<file path="src/sv/mio_pkg.sv">
package mio_pkg;

    // Table geometry
    localparam int ENTRIES = 16;
    localparam int IDX_W   = (ENTRIES > 1) ? $clog2(ENTRIES) : 1;
    localparam int SLOT_W  = 4;

    typedef logic [IDX_W-1:0]  idx_t;
    typedef logic [SLOT_W-1:0] slot_t;
    typedef logic [1:0]        cmd_t;
    typedef logic [2:0]        status_t;
    typedef logic [1:0]        asize_t;

    // Command codes
    localparam cmd_t CMD_ADD    = 2'd0;
    localparam cmd_t CMD_DEL    = 2'd1;
    localparam cmd_t CMD_LOOKUP = 2'd2;

    // Access size codes
    localparam asize_t SZ_BYTE = 2'd0;
    localparam asize_t SZ_WORD = 2'd1;

    // Result status codes
    localparam status_t ST_OK      = 3'd0;
    localparam status_t ST_DUP     = 3'd1;
    localparam status_t ST_FULL    = 3'd2;
    localparam status_t ST_NOTFND  = 3'd3;
    localparam status_t ST_UNKNOWN = 3'd4;

    // Controller to datapath commands
    typedef struct packed {
        logic load;     // capture the request word
        logic compare;  // register match and free vectors
        logic commit;   // update table, load result register
    } mio_ctl_t;

    // Priority encoder result
    typedef struct packed {
        logic found;
        idx_t idx;
    } pick_t;

    // Lowest set bit wins
    function automatic pick_t first_set(input logic [ENTRIES-1:0] vec);
        pick_t p;
        p.found = 1'b0;
        p.idx   = '0;
        for (int i = ENTRIES - 1; i >= 0; i--) begin
            if (vec[i])
            begin
                p.found = 1'b1;
                p.idx   = IDX_W'(i);
            end
        end
        return p;
    endfunction

    // Lookup mask from access width; size three acts as dword
    function automatic logic [31:0] size_mask(input asize_t sz);
        logic [31:0] m;
        case (sz)
            SZ_BYTE: m = 32'h0000_00FF;
            SZ_WORD: m = 32'h0000_FFFF;
            default: m = 32'hFFFF_FFFF;
        endcase
        return m;
    endfunction

endpackage

</file>
<file path="src/sv/mio_req_if.sv">
interface mio_req_if;
    import mio_pkg::*;

    logic        valid;
    logic        ready;
    cmd_t        cmd;
    logic [15:0] port;
    logic        is_in;
    logic [31:0] match_mask;
    logic [31:0] match_data;
    asize_t      access_size;
    logic [31:0] event_tag;

    modport source (output valid, cmd, port, is_in, match_mask, match_data,
                    access_size, event_tag, input ready);
    modport sink   (input valid, cmd, port, is_in, match_mask, match_data,
                    access_size, event_tag, output ready);
endinterface

</file>
<file path="src/sv/mio_rsp_if.sv">
interface mio_rsp_if;
    import mio_pkg::*;

    logic        valid;
    logic        ready;
    status_t     status;
    logic        hit;
    logic [31:0] hit_tag;
    slot_t       slot;

    modport source (output valid, status, hit, hit_tag, slot, input ready);
    modport sink   (input valid, status, hit, hit_tag, slot, output ready);
endinterface

</file>
<file path="src/sv/mio_ctrl.sv">
module mio_ctrl (
    input  logic               clk,
    input  logic               rst_n,
    input  logic               req_valid,
    output logic               req_ready,
    output logic               rsp_valid,
    input  logic               rsp_ready,
    output mio_pkg::mio_ctl_t  ctl
);
    import mio_pkg::*;

    typedef enum logic [2:0] {
        S_IDLE = 3'b001,
        S_CMP  = 3'b010,
        S_RES  = 3'b100
    } state_t;

    state_t state_reg, state_next;
    logic   out_valid_reg, out_valid_next;
    logic   take, commit;

    assign take   = (state_reg == S_IDLE) && req_valid;
    // result register must be free or draining this cycle
    assign commit = (state_reg == S_RES) && (!out_valid_reg || rsp_ready);

    // Next state
    always_comb
    begin
        state_next = state_reg;
        case (state_reg)
            S_IDLE:  if (req_valid) state_next = S_CMP;
            S_CMP:   state_next = S_RES;
            S_RES:   if (commit) state_next = S_IDLE;
            default: state_next = S_IDLE;
        endcase
    end

    // Output word valid
    always_comb
    begin
        if (commit)
            out_valid_next = 1'b1;
        else if (rsp_ready)
            out_valid_next = 1'b0;
        else
            out_valid_next = out_valid_reg;
    end

    always_ff @(posedge clk or negedge rst_n)
    begin
        if (!rst_n)
        begin
            state_reg     <= S_IDLE;
            out_valid_reg <= 1'b0;
        end
        else
        begin
            state_reg     <= state_next;
            out_valid_reg <= out_valid_next;
        end
    end

    assign req_ready   = (state_reg == S_IDLE);
    assign rsp_valid   = out_valid_reg;
    assign ctl.load    = take;
    assign ctl.compare = (state_reg == S_CMP);
    assign ctl.commit  = commit;

endmodule

</file>
<file path="src/sv/mio_dpath.sv">
module mio_dpath (
    input  logic               clk,
    input  logic               rst_n,
    input  mio_pkg::mio_ctl_t  ctl,
    input  mio_pkg::cmd_t      cmd,
    input  logic [15:0]        port,
    input  logic               is_in,
    input  logic [31:0]        match_mask,
    input  logic [31:0]        match_data,
    input  mio_pkg::asize_t    access_size,
    input  logic [31:0]        event_tag,
    output mio_pkg::status_t   status,
    output logic               hit,
    output logic [31:0]        hit_tag,
    output mio_pkg::slot_t     slot
);
    import mio_pkg::*;

    // Request word
    cmd_t        q_cmd_reg;
    logic [15:0] q_port_reg;
    logic        q_dir_reg;
    logic [31:0] q_mask_reg;
    logic [31:0] q_data_reg;
    logic [31:0] q_tag_reg;

    // Table
    logic        ent_valid_reg [ENTRIES];
    logic [15:0] ent_port_reg  [ENTRIES];
    logic        ent_dir_reg   [ENTRIES];
    logic [31:0] ent_mask_reg  [ENTRIES];
    logic [31:0] ent_data_reg  [ENTRIES];
    logic [31:0] ent_tag_reg   [ENTRIES];

    logic [ENTRIES-1:0] match_next, match_reg;
    logic [ENTRIES-1:0] free_next, free_reg;

    // Result word
    status_t     status_reg, status_next;
    logic        hit_reg, hit_next;
    logic [31:0] tag_reg, tag_next;
    slot_t       slot_reg, slot_next;

    pick_t m_pick, f_pick;
    logic  do_add, do_del;

    // Capture request; lookups take their mask from the access width
    always_ff @(posedge clk)
    begin
        if (ctl.load)
        begin
            q_cmd_reg  <= cmd;
            q_port_reg <= port;
            q_dir_reg  <= is_in;
            q_mask_reg <= (cmd == CMD_LOOKUP) ? size_mask(access_size) : match_mask;
            q_data_reg <= match_data;
            q_tag_reg  <= event_tag;
        end
    end

    // Parallel masked compare, one lane per entry
    always_comb
    begin
        logic [31:0] k;
        for (int i = 0; i < ENTRIES; i++)
        begin
            k = ent_mask_reg[i] & q_mask_reg;
            match_next[i] = ent_valid_reg[i] && (ent_port_reg[i] == q_port_reg)
                            && (ent_dir_reg[i] == q_dir_reg)
                            && ((k & ent_data_reg[i]) == (k & q_data_reg));
            free_next[i]  = !ent_valid_reg[i];
        end
    end

    always_ff @(posedge clk)
    begin
        if (ctl.compare)
        begin
            match_reg <= match_next;
            free_reg  <= free_next;
        end
    end

    // Resolve: priority pick and result word
    always_comb
    begin
        m_pick      = first_set(match_reg);
        f_pick      = first_set(free_reg);
        do_add      = 1'b0;
        do_del      = 1'b0;
        status_next = ST_OK;
        hit_next    = 1'b0;
        tag_next    = '0;
        slot_next   = '0;
        case (q_cmd_reg)
            CMD_ADD:
            begin
                if (m_pick.found)
                begin
                    status_next = ST_DUP;
                    slot_next   = slot_t'(m_pick.idx);
                end
                else if (!f_pick.found)
                    status_next = ST_FULL;
                else
                begin
                    do_add    = 1'b1;
                    slot_next = slot_t'(f_pick.idx);
                end
            end
            CMD_DEL:
            begin
                if (m_pick.found)
                begin
                    do_del    = 1'b1;
                    slot_next = slot_t'(m_pick.idx);
                end
                else
                    status_next = ST_NOTFND;
            end
            CMD_LOOKUP:
            begin
                if (m_pick.found)
                begin
                    hit_next  = 1'b1;
                    tag_next  = ent_tag_reg[m_pick.idx];
                    slot_next = slot_t'(m_pick.idx);
                end
            end
            default: status_next = ST_UNKNOWN;
        endcase
    end

    // Valid marks
    always_ff @(posedge clk or negedge rst_n)
    begin
        if (!rst_n)
        begin
            for (int i = 0; i < ENTRIES; i++)
                ent_valid_reg[i] <= 1'b0;
        end
        else if (ctl.commit)
        begin
            if (do_add)
                ent_valid_reg[f_pick.idx] <= 1'b1;
            else if (do_del)
                ent_valid_reg[m_pick.idx] <= 1'b0;
        end
    end

    // Entry payload, written on add
    always_ff @(posedge clk)
    begin
        if (ctl.commit && do_add)
        begin
            ent_port_reg[f_pick.idx] <= q_port_reg;
            ent_dir_reg[f_pick.idx]  <= q_dir_reg;
            ent_mask_reg[f_pick.idx] <= q_mask_reg;
            ent_data_reg[f_pick.idx] <= q_data_reg;
            ent_tag_reg[f_pick.idx]  <= q_tag_reg;
        end
    end

    // Result register
    always_ff @(posedge clk)
    begin
        if (ctl.commit)
        begin
            status_reg <= status_next;
            hit_reg    <= hit_next;
            tag_reg    <= tag_next;
            slot_reg   <= slot_next;
        end
    end

    assign status  = status_reg;
    assign hit     = hit_reg;
    assign hit_tag = tag_reg;
    assign slot    = slot_reg;

endmodule

</file>
<file path="src/sv/masked_io_match_table.sv">
// Channel  Dir  Word
// -------  ---  ------------------------------------------------------------
// req      in   cmd, port, is_in, match_mask, match_data, access_size, event_tag
// rsp      out  status, hit, hit_tag, slot
//
// Each command runs three steps: capture, parallel compare of all entries
// into a match vector, then priority pick with table update and result load.
// A new command is taken as soon as the previous one has loaded its result;
// a result held by a stalled rsp only delays the pick cycle of the next one.
// Reset clears the valid marks and the control state; entry contents are
// written on add and never cleared.
module masked_io_match_table (
    input  logic       clk,
    input  logic       rst_n,
    mio_req_if.sink    req,
    mio_rsp_if.source  rsp
);
    import mio_pkg::*;

    mio_ctl_t ctl;

    mio_ctrl u_ctrl (
        .clk       (clk),
        .rst_n     (rst_n),
        .req_valid (req.valid),
        .req_ready (req.ready),
        .rsp_valid (rsp.valid),
        .rsp_ready (rsp.ready),
        .ctl       (ctl)
    );

    mio_dpath u_dpath (
        .clk         (clk),
        .rst_n       (rst_n),
        .ctl         (ctl),
        .cmd         (req.cmd),
        .port        (req.port),
        .is_in       (req.is_in),
        .match_mask  (req.match_mask),
        .match_data  (req.match_data),
        .access_size (req.access_size),
        .event_tag   (req.event_tag),
        .status      (rsp.status),
        .hit         (rsp.hit),
        .hit_tag     (rsp.hit_tag),
        .slot        (rsp.slot)
    );

endmodule

</file>
<file path="src/flat_wrapper.sv">
// flat-port wrapper written by rule: the top's interface ports become plain ports
module masked_io_match_table_flat import mio_pkg::*;
  (clk, rst_n, req_valid, req_cmd, req_port, req_is_in, req_match_mask, req_match_data, req_access_size, req_event_tag, req_ready, rsp_valid, rsp_status, rsp_hit, rsp_hit_tag, rsp_slot, rsp_ready);
  mio_req_if req_i ();
  mio_rsp_if rsp_i ();
  input  logic clk;
  input  logic rst_n;
  input wire logic [$bits(req_i.valid)-1:0] req_valid;
  input wire logic [$bits(req_i.cmd)-1:0] req_cmd;
  input wire logic [$bits(req_i.port)-1:0] req_port;
  input wire logic [$bits(req_i.is_in)-1:0] req_is_in;
  input wire logic [$bits(req_i.match_mask)-1:0] req_match_mask;
  input wire logic [$bits(req_i.match_data)-1:0] req_match_data;
  input wire logic [$bits(req_i.access_size)-1:0] req_access_size;
  input wire logic [$bits(req_i.event_tag)-1:0] req_event_tag;
  output wire logic [$bits(req_i.ready)-1:0] req_ready;
  output wire logic [$bits(rsp_i.valid)-1:0] rsp_valid;
  output wire logic [$bits(rsp_i.status)-1:0] rsp_status;
  output wire logic [$bits(rsp_i.hit)-1:0] rsp_hit;
  output wire logic [$bits(rsp_i.hit_tag)-1:0] rsp_hit_tag;
  output wire logic [$bits(rsp_i.slot)-1:0] rsp_slot;
  input wire logic [$bits(rsp_i.ready)-1:0] rsp_ready;
  assign req_i.valid = req_valid;
  assign req_i.cmd = req_cmd;
  assign req_i.port = req_port;
  assign req_i.is_in = req_is_in;
  assign req_i.match_mask = req_match_mask;
  assign req_i.match_data = req_match_data;
  assign req_i.access_size = req_access_size;
  assign req_i.event_tag = req_event_tag;
  assign req_ready = req_i.ready;
  assign rsp_valid = rsp_i.valid;
  assign rsp_status = rsp_i.status;
  assign rsp_hit = rsp_i.hit;
  assign rsp_hit_tag = rsp_i.hit_tag;
  assign rsp_slot = rsp_i.slot;
  assign rsp_i.ready = rsp_ready;
  masked_io_match_table u_core (.clk(clk), .rst_n(rst_n), .req(req_i), .rsp(rsp_i));
endmodule
</file>
<file path="config.mk">
export PLATFORM = sky130hd
export DESIGN_NAME = masked_io_match_table_flat
export DESIGN_NICKNAME = d
export VERILOG_FILES = /design/src/sv/mio_pkg.sv /design/src/sv/mio_req_if.sv /design/src/sv/mio_rsp_if.sv /design/src/sv/mio_ctrl.sv /design/src/sv/mio_dpath.sv /design/src/sv/masked_io_match_table.sv /design/src/flat_wrapper.sv
export SDC_FILE = /design/constraint.sdc
export NUM_CORES = 2
export LEC_CHECK = 0
export BUFFER_PORTS_ARGS = -buffer_cell sky130_fd_sc_hd__buf_4
export CAP_MARGIN = 30
export CORE_ASPECT_RATIO = 0.7
export CORE_UTILIZATION = 60
export CTS_CLUSTER_DIAMETER = 30
export DETAILED_ROUTE_END_ITERATION = 8
export PLACE_DENSITY_LB_ADDON = 0.05
export SETUP_SLACK_MARGIN = 0.2
export SLEW_MARGIN = 20
export SYNTH_ARGS = -nofsm -noshare
export SYNTH_HDL_FRONTEND = slang
export SYNTH_SLANG_ARGS = --single-unit
</file>
<file path="constraint.sdc">
create_clock -name clk -period 14.7 [get_ports clk]
set_input_delay 4.41 -clock clk [delete_from_list [all_inputs] [get_ports clk]]
set_output_delay 4.41 -clock clk [all_outputs]
set_load 0.005 [all_outputs]
</file>
# ---- Word level (Yosys, flattened, before mapping)
# Memories as Yosys holds them, arrays and structs flattened. A register that Yosys moved wholly into a read port is not among the register bits.
# Index checks and enable logic that the tools add are counted.
dict set report word_totals {
  ff_bits 175
  ramBits 1808
  in_bits 121
  mem_count 5
}
# memory depth word_bits read_ports rd_clocked_by_memory_dff wr line_no
set memory_table {}
lappend memory_table {u_core.u_dpath.ent_data_reg 16 32 16 0 1 mio_dpath.sv:32} ;# logic [31:0] ent_data_reg [ENTRIES];
lappend memory_table {u_core.u_dpath.ent_mask_reg 16 32 16 0 1 mio_dpath.sv:31} ;# logic [31:0] ent_mask_reg [ENTRIES];
lappend memory_table {u_core.u_dpath.ent_tag_reg 16 32 1 1 1 mio_dpath.sv:33} ;# logic [31:0] ent_tag_reg [ENTRIES];
lappend memory_table {u_core.u_dpath.ent_port_reg 16 16 16 0 1 mio_dpath.sv:29} ;# logic [15:0] ent_port_reg [ENTRIES];
lappend memory_table {u_core.u_dpath.ent_dir_reg 16 1 16 0 1 mio_dpath.sv:30} ;# logic ent_dir_reg [ENTRIES];
dict set report op_classes {
  order_cmp 4
  eq_ne 57
  mux 60
  n_bitwise 53
  reduce_logical 80
}
# cell count
set ops {}
lappend ops {{$and 32x32->32} 48}
lappend ops {{$eq 32x32->1} 16}
lappend ops {{$eq 16x16->1} 16}
lappend ops {{$mux 5} 32}
lappend ops {{$pmux 32 s2} 1}
lappend ops {{$logic_and 1x1->1} 53}
lappend ops {{$mux 16} 2}
lappend ops {{$mux 32} 1}
lappend ops {{$logic_not 1->1} 18}
lappend ops {{$pmux 3 s3} 2}
lappend ops {{$and 16x16->16} 1}
lappend ops {{$eq 1x1->1} 16}
lappend ops {{$not 16->16} 1}
lappend ops {{$or 16x16->16} 1}
lappend ops {{$mux 4} 3}
lappend ops {{$mux 1} 11}
lappend ops {{$ge 5x5->1 const B} 2}
lappend ops {{$lt 5x1->1 const B} 2}
lappend ops {{$not 4->5} 2}
lappend ops {{$demux 1 s4} 2}
lappend ops {{$pmux 4 s2} 1}
lappend ops {{$mux 2} 3}
lappend ops {{$mux 3} 2}
lappend ops {{$reduce_and 2->1} 3}
lappend ops {{10 further kinds} 15}

# ---- Logic depth before layout (Yosys ltp)
dict set report depth {
  ltp_word 25
  mapped_depth 11
}

# ---- Hierarchy
# Synthesis repeated with hierarchy kept, for this count alone.
dict set report unflattened {
  cells_unflattened 4705
  hier_area_um2 77769.6
}
# mod n_inst cells_each area_per_inst_um2 seq_area_each_um2
set by_module_without_submodules {}
lappend by_module_without_submodules {mio_dpath 1 4684 77533.1 60307.8}
lappend by_module_without_submodules {mio_ctrl 1 21 236.5 101.3}

# ---- Worst setup path after synthesis
# No wires, ideal clock.
dict set report synth_timing {
  path_type {in2reg}
  start {input port rsp_ready}
  end {memory u_core.u_dpath.ent_data_reg[1][0] (enable)}
  arrival_ns 12.508
  slack_ns 1.467
  path_stages 4
  n_path_buf 0
  path_cell_list {nor2b_1 nor3_2 nand3b_1 nor3_1}
}
dict set report synth_between {
  elab_chain_cells 5
}
# element line_no
set synth_lines {}
lappend synth_lines {{start: declaration} flat_wrapper.sv:22} ;# input wire logic [$bits(rsp_i.ready)-1:0] rsp_ready;
lappend synth_lines {{$logic_or 1x1->1} mio_ctrl.sv:24} ;# assign commit = (state_reg == S_RES) && (!out_valid_reg || rsp_ready);
lappend synth_lines {{$logic_and 1x1->1} mio_ctrl.sv:24}
lappend synth_lines {{$logic_and 1x1->1} mio_dpath.sv:154} ;# if (ctl.commit && do_add)
lappend synth_lines {{$mux 1} mio_dpath.sv:154}
lappend synth_lines {{$mux 1 (implied by the code)} mio_dpath.sv:159} ;# ent_data_reg[f_pick.idx] <= q_data_reg;
lappend synth_lines {{end: declaration} mio_dpath.sv:32}
# No other way between the ends.

# ---- Worst setup path in the final report
dict set report layout_timing {
  start {input port rsp_ready}
  end {memory u_core.u_dpath.ent_data_reg[8][27] (enable)}
}
# The elaborated chain is that of the path after synthesis.

==> results.py <==
metrics = {
    "logic_synthesis": {
        "syn_avg_cell_area_um2": 16.8,
        "ys_async_sr_fraction_pct": 0.993,
        "yosys_warnings": 0,
        "synth_seq_cells": 2015,
        "syn_nets": 4801,
        "synth_area_mm2": 0.0784,
        "synth_edf_count": 1995,
        "synthCells": 4676,
        "synth_ff_type": "edfxtp_1",
        "yosysTopAreaCell": "edfxtp_1",
        "synth-seq-area-share_pct": 77.1,
        "yosysTopAreaCellShare_pct": 76.4,
        "synthTopCellsByArea": "edfxtp_1, xor2_1, nand3_1",
        "synth_cell_types": 77,
    },
    "critical_path": {
        "critical_path_class": "input port to flip-flop",
        "crit_buf_inv": 3,
        "slowest_stage": "buf_4",
        "path_delay_family": "simple AND/OR/NAND/NOR gates",
        "crit_path_frequent_cell": "buf_4",
        "worstPathArrival_ps": 7440,
        "cp_cell_sequence": "buf_4, nor2b_1, nor3_2, and2_1, nand2_1, nor2_4, buf_4, buf_4",
        "cpPeakStageDelay_ps": 740,
        "crit_path_start_kind": "input port",
        "worstPathRequired_ps": 15200,
        "critPathMaxFanout": 62,
        "end_kind": "flip-flop",
    },
    "detailed_routing": {
        "ant_nets": 0,
        "post_drt_wl_per_cell_um": 29.3,
        "num_vias": 43700,
        "wl_um": 206000,
        "wl_met3_um": 22500,
        "drtIter0Drc": 5769,
        "drc_errors": 0,
        "met2_length_um": 88700,
        "routed.top_layer": "met4",
        "wl_met1_um": 90300,
        "via_per_inst": 6.21,
        "dr.pass1.iters": 6,
    },
    "placement": {
        "dp_slack_ps": 6920,
        "post-dp-hpwl_um": 123000,
        "gp_congestion": 0.869,
        "io_buffers": 162,
    },
    "die": {
        "rows": 110,
        "fp.coreArea_mm2": 0.129,
        "initial_core_util_pct": 60.7,
        "dieArea_mm2": 0.132,
        "ioPinCount": 163,
        "die_h_um": 304,
        "die_x_um": 434,
    },
    "worst_hold_path": {
        "worstHoldPathType": "flip-flop to flip-flop",
    },
    "clocking": {
        "post_cts_resized": 0,
        "clk_path_buf_depth": 4,
        "clock-sinks": 2015,
        "clk_pin_slew_ps": 50,
        "root_buffer": "clkbuf_16",
        "hold_buffers": 0,
        "cts_setup_buffers": 0,
        "cts.htree.levels": 5,
        "cts_tree": "built",
        "numCtsBuffers": 298,
        "insertion_delay_ps": 910,
    },
    "finish": {
        "synthToLayoutAreaGrowth_pct": 17.8,
        "nFillCells": 8170,
        "final_core_util_pct": 71.5,
        "drive_above_1_share_pct": 17.5,
        "final_common_cell": "edfxtp_1",
        "num-nets-final": 5207,
        "layout_common_cells": "edfxtp_1, nand3_1, xor2_1",
    },
    "grt": {
        "grt_pass1_wl_um": 296000,
        "grt_overflow": 0,
        "antenna_found_initial": 12,
        "track_usage_pct": 31.5,
        "grt_max_degree": 149,
        "grt_pass1_vias": 41700,
    },
    "pwr": {
        "p_comb_share_pct": 11.8,
        "sw_frac_of_total_pct": 25.9,
        "powerDensity_mw_per_mm2": 170,
        "p_int_mw": 11.6,
        "seq_power_share_pct": 43.6,
        "p_switching_mw": 4.06,
        "p_clk_share_pct": 44.6,
        "peakVddDrop_uv": 146,
        "p_leak_nw": 30.7,
    },
    "sta": {
        "rsz0062_at_grt": "no",
        "fmax_mhz": 144,
        "finalSetupViolCount": 0,
        "hold_violations": 0,
        "maxSlewHeadroom_pct": 29.5,
        "fin_worst_skew_ps": 44.9,
        "tightest_slew_ps": 1050,
        "setup_tns_ps": 0,
        "fin_crit_ps": 6940,
        "drv_slew": 0,
        "layout_setup_ws_ps": 7760,
        "fin_crit_sh_pct": 47.2,
    },
    "status": {
        "status": "complete, no violations",
    },
    "run": {
        "cap_violations": 0,
    },
}
synth_stat cells (4+ instances only):
cell,instances
o211ai_1,5
and2_1,10
nand2b_1,16
nor4_1,36
clkbuf_1,162
buf_2,26
nor2_1,49
a211oi_1,10
a211o_1,8
and3_1,17
dfrtp_1,19
a2111oi_0,11
buf_6,11
nand3_1,652
buf_4,9
o32a_1,4
a22oi_1,8
mux2i_1,54
inv_1,34
a32oi_1,9
nand2_2,4
a21oi_1,8
o41ai_1,12
buf_1,40
nand2_1,152
nor2b_1,4
nor3_2,4
nor3_1,37
o21ai_0,63
edfxtp_1,1995
o21ai_1,25
o22ai_1,19
o21bai_1,4
o22a_1,10
nand4_1,238
a311oi_1,21
mux4_2,46
xor2_1,512
ha_1,4
xnor2_1,272
routing by layer:
layer,vias up,track usage [%]
li1,18900,-
met1,22200,49.7
met2,2328,44.3
met3,321,7.00
met4,0,8.85
met5,-,0
cell type report:
cell class | count | area (um2) | area share, %
multi-input combinational | 2377 | 17000 | 18.4
tap | 1736 | 2170 | 2.35
inverter | 36 | 135 | 0.146
clock inverter | 185 | 2050 | 2.22
antenna | 1 | 2.50 | 0.00271
clock buffer | 333 | 7790 | 8.43
sequential | 2015 | 60400 | 65.4
timing repair buffer | 354 | 2820 | 3.05
power by group through the flow:
stage,registers (mW),clock network (mW),logic (mW)
floorplan,6.98,0,0.917
global placement,6.95,0,1.79
detailed placement,6.95,0,1.82
CTS,6.84,7.05,1.83
global route,6.85,7.29,1.95
finish,6.84,7.00,1.86
stage by stage:
stage	cell area (um2)	std cells	hold WS, ps	power, mW
after floorplan	78400	4676	472	7.89
after global placement	82300	6505	500	8.74
after detailed placement	82400	6512	497	8.78
after CTS	92200	7030	508	15.7
after global routing	92400	7036	530	16.1
final	92400	7037	501	15.7
final timing paths:
check,startpoint,to,slack (ps),cells after the start
setup / recovery,rsp_ready,u_core.u_dpath.ent_data_reg[8][27]$_DFFE_PP_,7760,8
setup reg to reg,u_core.u_dpath.match_reg[1]$_DFFE_PP_,u_core.u_dpath.ent_data_reg[8][27]$_DFFE_PP_,9700,8
min in group asynchronous,rst_n,u_core.u_ctrl.rsp_valid$_DFFE_PN0P_,3410,1
hold / removal,u_core.u_dpath.q_port_reg[14]$_DFFE_PP_,u_core.u_dpath.ent_port_reg[6][14]$_DFFE_PP_,500,0
max in group asynchronous,rst_n,u_core.u_ctrl.state_reg[0]$_DFFE_PN1P_,11000,1
hold reg to reg,u_core.u_dpath.q_port_reg[14]$_DFFE_PP_,u_core.u_dpath.ent_port_reg[6][14]$_DFFE_PP_,500,0
logic make-up after synthesis:
kind of cell    after synthesis  share of synthesized area (%)
simple gates               1244                           8.33
buf+inv                     284                           1.55
flops                      2015                           77.1
mux                         102                           2.04
compound gates              243                           2.20
xor+xnor                    784                           8.76
fa+ha+maj                     4                         0.0638
(Power assumes the default switching activity.)
